[src/rtl/core/usbcdc_pkg.sv]
// Shared constants for the CDC-ACM configuration descriptor walker.
package usbcdc_pkg;

  // Standard descriptor type codes
  localparam logic [7:0] DESC_TYPE_IFACE = 8'h04;
  localparam logic [7:0] DESC_TYPE_EP    = 8'h05;

  // Interface class / subclass codes
  localparam logic [7:0] CLASS_COMM    = 8'h02;
  localparam logic [7:0] SUBCLASS_ACM  = 8'h02;
  localparam logic [7:0] CLASS_DATA    = 8'h0A;

  // Endpoint transfer types (bmAttributes[1:0])
  localparam logic [1:0] XFER_BULK = 2'h2;
  localparam logic [1:0] XFER_INT  = 2'h3;

  // Header byte positions and minimum header length
  localparam logic [15:0] OFF_HDR_LEN  = 16'd0;
  localparam logic [15:0] OFF_TOTAL_LO = 16'd2;
  localparam logic [15:0] OFF_TOTAL_HI = 16'd3;
  localparam logic [15:0] OFF_SUB_MIN  = 16'd4;
  localparam logic [7:0]  HDR_MIN_LEN  = 8'd4;
  localparam logic [15:0] OFF_MAX      = 16'hFFFF;

  // Byte positions inside a sub-descriptor
  localparam logic [15:0] REL_LEN      = 16'd0;
  localparam logic [15:0] REL_TYPE     = 16'd1;
  localparam logic [15:0] REL_NUM_ADDR = 16'd2;
  localparam logic [15:0] REL_ATTR     = 16'd3;
  localparam logic [15:0] REL_CLASS    = 16'd5;
  localparam logic [15:0] REL_SUBCLASS = 16'd6;

  // Result status codes
  localparam logic [1:0] ST_OK        = 2'd0;
  localparam logic [1:0] ST_NO_IFACE  = 2'd1;
  localparam logic [1:0] ST_NO_BULK   = 2'd2;

endpackage

[src/rtl/core/usb_cdc_acm_descriptor_walker_unit.sv]
// CDC-ACM configuration descriptor walker: one byte per cycle while in_stall is low, at most one result per buffer.
//
// Input channel (in_valid / in_stall): one descriptor byte per transaction.
// in_first_byte restarts the walk with this byte as byte 0; in_end_of_buffer
// marks the last byte and forces a result if none was given yet. Bytes that
// arrive after the result are dropped until the next in_first_byte.
// Result channel (out_valid / out_stall): at most one transaction per buffer with the
// status and the captured interface numbers and endpoint addresses.
// Throughput: one byte every cycle while in_stall is low; each byte needs only compares
// and captures in the walker state registers, updated at the accepting edge.
// out_valid is registered and rises in the cycle after the byte that ends the walk is taken.
// The result register is a single stage: while it holds a result and
// out_stall is high, in_stall is high; otherwise a byte is taken every cycle,
// also in the cycle the held result is taken.
// Reset (rst_n low, synchronous) clears the walk and the result valid; the
// first byte after reset is taken as byte 0 even without in_first_byte.
module usb_cdc_acm_descriptor_walker_unit
  import usbcdc_pkg::*;
(
  input  logic       clk,
  input  logic       rst_n,
  input  logic       in_valid,
  output logic       in_stall,
  input  logic [7:0] in_data_byte,
  input  logic       in_first_byte,
  input  logic       in_end_of_buffer,
  output logic       out_valid,
  input  logic       out_stall,
  output logic [1:0] out_status,
  output logic [7:0] out_ctrl_if_num,
  output logic [7:0] out_dat_if_num,
  output logic [7:0] out_irq_ep_addr,
  output logic [7:0] out_blk_in_addr,
  output logic [7:0] out_blk_out_addr
);

  logic [15:0] byte_offset_r, byte_offset_nxt;
  logic [15:0] total_length_r, total_length_nxt;
  logic [7:0]  header_length_r, header_length_nxt;
  logic [15:0] sub_start_r, sub_start_nxt;
  logic [7:0]  sub_length_r, sub_length_nxt;
  logic [7:0]  sub_type_r, sub_type_nxt;
  logic [7:0]  pend_iface_num_r, pend_iface_num_nxt;
  logic [7:0]  pend_iface_class_r, pend_iface_class_nxt;
  logic [7:0]  pend_ep_addr_r, pend_ep_addr_nxt;
  logic [7:0]  cur_iface_class_r, cur_iface_class_nxt;
  logic        iface_seen_r, iface_seen_nxt;
  logic        found_comm_r, found_comm_nxt;
  logic        found_data_r, found_data_nxt;
  logic [7:0]  ctrl_if_num_r, ctrl_if_num_nxt;
  logic [7:0]  dat_if_num_r, dat_if_num_nxt;
  logic [7:0]  irq_ep_addr_r, irq_ep_addr_nxt;
  logic [7:0]  blk_in_addr_r, blk_in_addr_nxt;
  logic [7:0]  blk_out_addr_r, blk_out_addr_nxt;
  logic        walk_done_r, walk_done_nxt;

  logic        out_valid_r, out_valid_nxt;
  logic [1:0]  out_status_r, status_nxt;

  logic        in_acc;
  logic        emit;
  logic        done;
  logic [15:0] off;
  logic [15:0] rel;
  logic [16:0] next_start;
  logic [7:0]  b;

  assign in_stall = out_valid_r & out_stall;
  assign in_acc   = in_valid & ~in_stall;
  assign b        = in_data_byte;

  always_comb begin
    // A restart begins from the cleared state.
    if (in_first_byte) begin
      byte_offset_nxt      = '0;
      total_length_nxt     = '0;
      header_length_nxt    = '0;
      sub_start_nxt        = '0;
      sub_length_nxt       = '0;
      sub_type_nxt         = '0;
      pend_iface_num_nxt   = '0;
      pend_iface_class_nxt = '0;
      pend_ep_addr_nxt     = '0;
      cur_iface_class_nxt  = '0;
      iface_seen_nxt       = 1'b0;
      found_comm_nxt       = 1'b0;
      found_data_nxt       = 1'b0;
      ctrl_if_num_nxt      = '0;
      dat_if_num_nxt       = '0;
      irq_ep_addr_nxt      = '0;
      blk_in_addr_nxt      = '0;
      blk_out_addr_nxt     = '0;
      walk_done_nxt        = 1'b0;
    end else begin
      byte_offset_nxt      = byte_offset_r;
      total_length_nxt     = total_length_r;
      header_length_nxt    = header_length_r;
      sub_start_nxt        = sub_start_r;
      sub_length_nxt       = sub_length_r;
      sub_type_nxt         = sub_type_r;
      pend_iface_num_nxt   = pend_iface_num_r;
      pend_iface_class_nxt = pend_iface_class_r;
      pend_ep_addr_nxt     = pend_ep_addr_r;
      cur_iface_class_nxt  = cur_iface_class_r;
      iface_seen_nxt       = iface_seen_r;
      found_comm_nxt       = found_comm_r;
      found_data_nxt       = found_data_r;
      ctrl_if_num_nxt      = ctrl_if_num_r;
      dat_if_num_nxt       = dat_if_num_r;
      irq_ep_addr_nxt      = irq_ep_addr_r;
      blk_in_addr_nxt      = blk_in_addr_r;
      blk_out_addr_nxt     = blk_out_addr_r;
      walk_done_nxt        = walk_done_r;
    end

    off        = byte_offset_nxt;
    rel        = off - sub_start_nxt;
    next_start = {1'b0, off} + 17'd1;
    done       = 1'b0;
    emit       = 1'b0;

    if (!walk_done_nxt) begin
      // Header bytes
      if (off == OFF_HDR_LEN) begin
        header_length_nxt = b;
        sub_start_nxt     = {8'h00, b};
        if (b < HDR_MIN_LEN) done = 1'b1;
      end else if (off == OFF_TOTAL_LO) begin
        total_length_nxt = {8'h00, b};
      end else if (off == OFF_TOTAL_HI) begin
        total_length_nxt = {b, total_length_nxt[7:0]};
        if ({8'h00, header_length_nxt} >= {b, total_length_nxt[7:0]}) begin
          done = 1'b1;
        end else begin
          sub_start_nxt = {8'h00, header_length_nxt};
        end
      end

      // Sub-descriptor bytes; sub_start is untouched above for these offsets
      if (!done && off >= OFF_SUB_MIN && off >= sub_start_nxt) begin
        case (rel)
          REL_LEN: begin
            if (b == 8'h00) done = 1'b1;
            else sub_length_nxt = b;
          end
          REL_TYPE: begin
            sub_type_nxt = b;
            if (b == DESC_TYPE_IFACE) begin
              iface_seen_nxt      = 1'b1;
              cur_iface_class_nxt = 8'h00;
            end
          end
          REL_NUM_ADDR: begin
            if (sub_type_nxt == DESC_TYPE_IFACE) pend_iface_num_nxt = b;
            else if (sub_type_nxt == DESC_TYPE_EP) pend_ep_addr_nxt = b;
          end
          REL_ATTR: begin
            if (sub_type_nxt == DESC_TYPE_EP && iface_seen_nxt) begin
              if (cur_iface_class_nxt == CLASS_COMM) begin
                if (pend_ep_addr_nxt[7] && b[1:0] == XFER_INT)
                  irq_ep_addr_nxt = pend_ep_addr_nxt;
              end else if (cur_iface_class_nxt == CLASS_DATA && b[1:0] == XFER_BULK) begin
                if (pend_ep_addr_nxt[7]) blk_in_addr_nxt = pend_ep_addr_nxt;
                else blk_out_addr_nxt = pend_ep_addr_nxt;
              end
            end
          end
          REL_CLASS: begin
            if (sub_type_nxt == DESC_TYPE_IFACE) begin
              pend_iface_class_nxt = b;
              cur_iface_class_nxt  = b;
              if (b == CLASS_DATA) begin
                dat_if_num_nxt = pend_iface_num_nxt;
                found_data_nxt = 1'b1;
              end
            end
          end
          REL_SUBCLASS: begin
            if (sub_type_nxt == DESC_TYPE_IFACE && pend_iface_class_nxt == CLASS_COMM &&
                b == SUBCLASS_ACM) begin
              ctrl_if_num_nxt = pend_iface_num_nxt;
              found_comm_nxt  = 1'b1;
            end
          end
          default: ;
        endcase

        // Last byte of this sub-descriptor: check the total, then move on
        if (!done && sub_length_nxt != 8'h00 &&
            rel == {8'h00, sub_length_nxt - 8'd1}) begin
          if (next_start >= {1'b0, total_length_nxt}) done = 1'b1;
          else sub_start_nxt = next_start[15:0];
        end
      end

      if (off != OFF_MAX) byte_offset_nxt = next_start[15:0];

      emit = done | in_end_of_buffer;
      if (emit) walk_done_nxt = 1'b1;
    end

    if (!found_comm_nxt || !found_data_nxt) status_nxt = ST_NO_IFACE;
    else if (blk_in_addr_nxt == 8'h00 || blk_out_addr_nxt == 8'h00) status_nxt = ST_NO_BULK;
    else status_nxt = ST_OK;

    if (in_acc && emit) out_valid_nxt = 1'b1;
    else if (!out_stall) out_valid_nxt = 1'b0;
    else out_valid_nxt = out_valid_r;
  end

  always_ff @(posedge clk) begin
    if (!rst_n) begin
      byte_offset_r      <= '0;
      total_length_r     <= '0;
      header_length_r    <= '0;
      sub_start_r        <= '0;
      sub_length_r       <= '0;
      sub_type_r         <= '0;
      pend_iface_num_r   <= '0;
      pend_iface_class_r <= '0;
      pend_ep_addr_r     <= '0;
      cur_iface_class_r  <= '0;
      iface_seen_r       <= 1'b0;
      found_comm_r       <= 1'b0;
      found_data_r       <= 1'b0;
      ctrl_if_num_r      <= '0;
      dat_if_num_r       <= '0;
      irq_ep_addr_r      <= '0;
      blk_in_addr_r      <= '0;
      blk_out_addr_r     <= '0;
      walk_done_r        <= 1'b0;
      out_valid_r        <= 1'b0;
    end else begin
      out_valid_r <= out_valid_nxt;
      if (in_acc) begin
        byte_offset_r      <= byte_offset_nxt;
        total_length_r     <= total_length_nxt;
        header_length_r    <= header_length_nxt;
        sub_start_r        <= sub_start_nxt;
        sub_length_r       <= sub_length_nxt;
        sub_type_r         <= sub_type_nxt;
        pend_iface_num_r   <= pend_iface_num_nxt;
        pend_iface_class_r <= pend_iface_class_nxt;
        pend_ep_addr_r     <= pend_ep_addr_nxt;
        cur_iface_class_r  <= cur_iface_class_nxt;
        iface_seen_r       <= iface_seen_nxt;
        found_comm_r       <= found_comm_nxt;
        found_data_r       <= found_data_nxt;
        ctrl_if_num_r      <= ctrl_if_num_nxt;
        dat_if_num_r       <= dat_if_num_nxt;
        irq_ep_addr_r      <= irq_ep_addr_nxt;
        blk_in_addr_r      <= blk_in_addr_nxt;
        blk_out_addr_r     <= blk_out_addr_nxt;
        walk_done_r        <= walk_done_nxt;
      end
    end
  end

  // Result payload: loaded only with a new result
  logic [7:0] res_comm_r, res_data_r, res_int_r, res_bin_r, res_bout_r;

  always_ff @(posedge clk) begin
    if (in_acc && emit) begin
      out_status_r <= status_nxt;
      res_comm_r   <= ctrl_if_num_nxt;
      res_data_r   <= dat_if_num_nxt;
      res_int_r    <= irq_ep_addr_nxt;
      res_bin_r    <= blk_in_addr_nxt;
      res_bout_r   <= blk_out_addr_nxt;
    end
  end

  assign out_valid        = out_valid_r;
  assign out_status       = out_status_r;
  assign out_ctrl_if_num  = res_comm_r;
  assign out_dat_if_num   = res_data_r;
  assign out_irq_ep_addr  = res_int_r;
  assign out_blk_in_addr  = res_bin_r;
  assign out_blk_out_addr = res_bout_r;

`ifndef SYNTHESIS
  // Once the result is given, later bytes of the same buffer leave the walk alone.
  a_done_holds: assert property (@(posedge clk) disable iff (!rst_n)
    (in_acc && walk_done_r && !in_first_byte) |=>
      (walk_done_r && $stable(byte_offset_r) && $stable(blk_in_addr_r)))
    else $error("walker state changed after the result was given");

  // A result transaction always leaves the walk finished.
  a_emit_done: assert property (@(posedge clk) disable iff (!rst_n)
    (in_acc && emit) |=> (out_valid && walk_done_r))
    else $error("result emitted without ending the walk");

  // An ok status implies both bulk endpoints were captured.
  a_ok_bulk: assert property (@(posedge clk) disable iff (!rst_n)
    (out_valid && out_status == ST_OK) |->
      (out_blk_in_addr != 8'h00 && out_blk_out_addr != 8'h00))
    else $error("ok status with a missing bulk endpoint");
`endif

endmodule

[config.mk]
export PLATFORM = sky130hd
export DESIGN_NAME = usb_cdc_acm_descriptor_walker_unit
export DESIGN_NICKNAME = d
export VERILOG_FILES = /design/src/rtl/core/usbcdc_pkg.sv /design/src/rtl/core/usb_cdc_acm_descriptor_walker_unit.sv
export SDC_FILE = /design/constraint.sdc
export NUM_CORES = 1
export LEC_CHECK = 0
export ABC_AREA = 1
export BUFFER_PORTS_ARGS = -buffer_cell sky130_fd_sc_hd__buf_2
export CORE_MARGIN = 2
export CORE_UTILIZATION = 52
export DETAILED_ROUTE_END_ITERATION = 12
export GPL_ROUTABILITY_DRIVEN = 0
export PLACE_DENSITY_LB_ADDON = 0.05
export SLEW_MARGIN = 10
export SYNTH_ARGS = -nofsm -noshare
export SYNTH_HDL_FRONTEND = slang
export SYNTH_SLANG_ARGS = --single-unit
[constraint.sdc]
create_clock -name clk -period 10.1 [get_ports clk]
set_input_delay 2.525 -clock clk [delete_from_list [all_inputs] [get_ports clk]]
set_output_delay 2.525 -clock clk [all_outputs]
set_load 0.03 [all_outputs]
==> run metrics <==
status=finished, final reports clean; Std-Cell Rows=58; Max Slew Vio Count=0; CP Capture Type=flip-flop; Clock Latency Late Sink=between 400 and 500 ps; Sw Share=34.8%; share of layout cells above drive strength 1=8.29%; clock slew at reported path FFs=80 ps; internal power=around 1.3 mW; antenna viol nets, final=0; largest net degree at the start of global routing=75; drt wl/cell=16.5 um; first-pass GRT wire length=64.5 mm; die area=~27,000 um2; yosys warns=0; async set or reset register ratio after synthesis=0%; Tot GR Track Use=~30%; Sequential Power Share=between 40% and 50%; worst slew pin tran=around 1100 ps; final setup skew=11.7 ps; Mean Syn Cell Area=6.36 um2; final cycle utilization of the critical path=approximately 84%; gr ovfl total=0; Startpoint Class=input pin; Post-Synthesis Cells=2,104; drt first pass iters=5; most common flop cell mapped by yosys=dfxtp_1; Area Overhead vs Synth=7.79%; CP dominant cell by count=nand2_1; unrepaired setup endpoints after global routing=no; CTS buffer count=17; net switching power=between 600 and 700 uW; Worst Hold Class=flip-flop to flip-flop; number of synthesized flops with an enable pin=42; Crit path max-delay family=simple AND/OR/NAND/NOR gates; Worst VDD drop=0.0000970 V; CTS Sinks=191; Port Buffers=57; DRC viols=0; Pwr per Cell Area=139 nW/um2; initial antenna violation count=0; Placeable Area=roughly 25,000 um2; Clock Root Buffer=clkbuf_16; biggest regs=byte_offset_r: 16 flops, sub_start_r: 16 flops, total_length_r: 16 flops; starting density of the core=a little over half; Worst Path Buf+Inv=6; nets@finish=2,158; CTS max path bufs=2; CTS resizes=0; setup TNS=0 ps; Post-Synthesis Cell Area=13,400 um2; total routed wirelength=~40 mm; CP Class=input pin to flip-flop; #FFs+latches synth=191; maximum clock rate=0.118 GHz; number of library cell types mapped by synthesis=60; post-synth top area share=between 20% and 30%; postcts setup bufs=0; DR iter-0 viols=1,257; die height=164 um; cell taking the most area after synthesis=dfxtp_1; Hold Vio Cnt, Final=0; slew margin rel.=28.4%; Gate power share=roughly a fifth; Worst path max stage delay=610 ps; I/O pin total=58; Max FO, Critical Path=70; Leakage Power=7.08 nW; CP arrival=8600 ps; critical path required time=around 10,000 ps; DP HPWL=28.4 mm; # diodes=0; fin crit period=roughly 8400 ps; hold_buf cts=0; CTS H-tree lvls=4; Hold Slack=467 ps; CTS tree=yes; MaxCap Viol Count=0; Worst path slowest cell=clkinv_1; part of the Yosys area used for sequential elements=31.7%; vias in the first global route=approximately 12k; Vias=13.5k; Vias/cell=roughly 5.5; Clock power frac=a little under two fifths; Post-Syn Nets=between 2k and 2.5k; Setup violations, final=0; Die Wd=164 um; largest cells by area after synthesis=dfxtp_1, nand2_1, edfxtp_1
==> worst register-to-register path: cells and delay by family, from the launching register on <==
| kind | cells | cell delay (ps) |
|---|---|---|
| adder cells (fa/ha/maj) | 2 | 670 |
| AND/OR/NAND/NOR | 14 | 2560 |
| XOR/XNOR | 1 | 410 |
| buffers and inverters | 5 | 1650 |
| AO/OA/AOI/OAI | 1 | 180 |
| flip-flops | 1 | 340 |
==> layout make-up <==
class	instances	area, um2
Fill cell	2555	10800
Clock buffer	17	425
Inverter	333	1250
Multi-Input combinational cell	1485	7490
Clock inverter	15	211
Tap cell	330	413
Timing Repair Buffer	71	390
Sequential cell	191	4240
==> cell families after synthesis <==
group	Yosys count	share of synthesized area (%)
mux	9	0.682
flops	191	31.7
fa+ha+maj	45	4.26
xor+xnor	17	1.17
buf+inv	428	12.4
compound gates	457	18.6
simple gates	957	31.1
==> synth_stat cells, types with 4 or more instances <==
| cell type | count |
|---|---|
| nand2_1 | 570 |
| inv_1 | 316 |
| a21oi_1 | 198 |
| o21ai_0 | 179 |
| nor2_1 | 156 |
| dfxtp_1 | 149 |
| nand3_1 | 96 |
| clkbuf_1 | 67 |
| ha_1 | 44 |
| edfxtp_1 | 42 |
| nand4_1 | 41 |
| nor3_1 | 27 |
| o211ai_1 | 27 |
| xor2_1 | 16 |
| nand2_2 | 15 |
| inv_2 | 12 |
| buf_2 | 10 |
| buf_1 | 9 |
| mux2i_1 | 8 |
| nor2_4 | 8 |
| nand3_2 | 7 |
| o221ai_1 | 7 |
| a31oi_1 | 6 |
| nor2_2 | 6 |
| o22ai_1 | 6 |
| o31ai_1 | 6 |
| clkinv_1 | 5 |
| nand3b_1 | 5 |
| nor4_1 | 5 |
| o21bai_1 | 5 |
| or2_2 | 5 |
| a22o_1 | 4 |
| buf_4 | 4 |
| buf_6 | 4 |
| nor3b_1 | 4 |
| o21ai_1 | 4 |
==> stage by stage <==
step	utilization, %	cells	instance area [um2]	total power [mW]	worst slack, ps
after floorplan	-	2104	13400	1.17	1670
after global placement	54.6	2410	13800	1.27	1340
after detailed placement	54.6	2410	13800	1.27	1230
after CTS	57.1	2442	14400	2.00	1690
after global routing	57.1	2442	14400	2.09	1100
final	57.1	2442	14400	2.00	1650
==> worst paths after layout <==
check,startpoint,end,slack (ps),cells after the start
worst min register to register,pend_iface_num_r[1],pend_iface_num_r[1],470,2
worst max-delay path,in_first_byte,out_dat_if_num[4],1650,30
worst max register to register,byte_offset_r[1],out_dat_if_num[4],4030,23
worst min-delay path,pend_iface_num_r[1],pend_iface_num_r[1],470,2
==> power groups by stage <==
stage | registers [mW] | clock network (mW) | logic (mW)
after floorplan | 0.866 | 0 | 0.302
after global placement | 0.853 | 0 | 0.416
after detailed placement | 0.853 | 0 | 0.421
after CTS | 0.836 | 0.740 | 0.423
after global routing | 0.840 | 0.772 | 0.478
final | 0.836 | 0.736 | 0.427
==> placed cells by master, fill, tap and decap left out, drive strengths merged, types with 7 or more instances in the layout <==
cell / synthesis / routed
inv: 328 / 334
o21ai: 183 / 183
a21oi: 199 / 199
nand3b: 7 / 7
edfxtp: 42 / 42
o221ai: 7 / 7
clkinv: 5 / 13
buf: 27 / 71
xor2: 17 / 17
nor3: 30 / 30
mux2i: 8 / 8
clkbuf: 68 / 17
dfxtp: 149 / 149
nand2: 585 / 585
ha: 44 / 44
o211ai: 28 / 28
nand3: 106 / 106
nor2: 171 / 171
nand4: 41 / 41
==> layer usage <==
metal  GRT usage, %  up-vias  wire (um)  part of all wire [%]
li1               -     6841          -                     -
met4           10.6        0       1280                   3.2
met2           52.8      456      19400                    48
met1           38.3     6133      17100                    43
met5              0        -          0                     0
met3           4.67       86       2450                   6.1
Note: power is estimated with default switching activity, not from simulation.
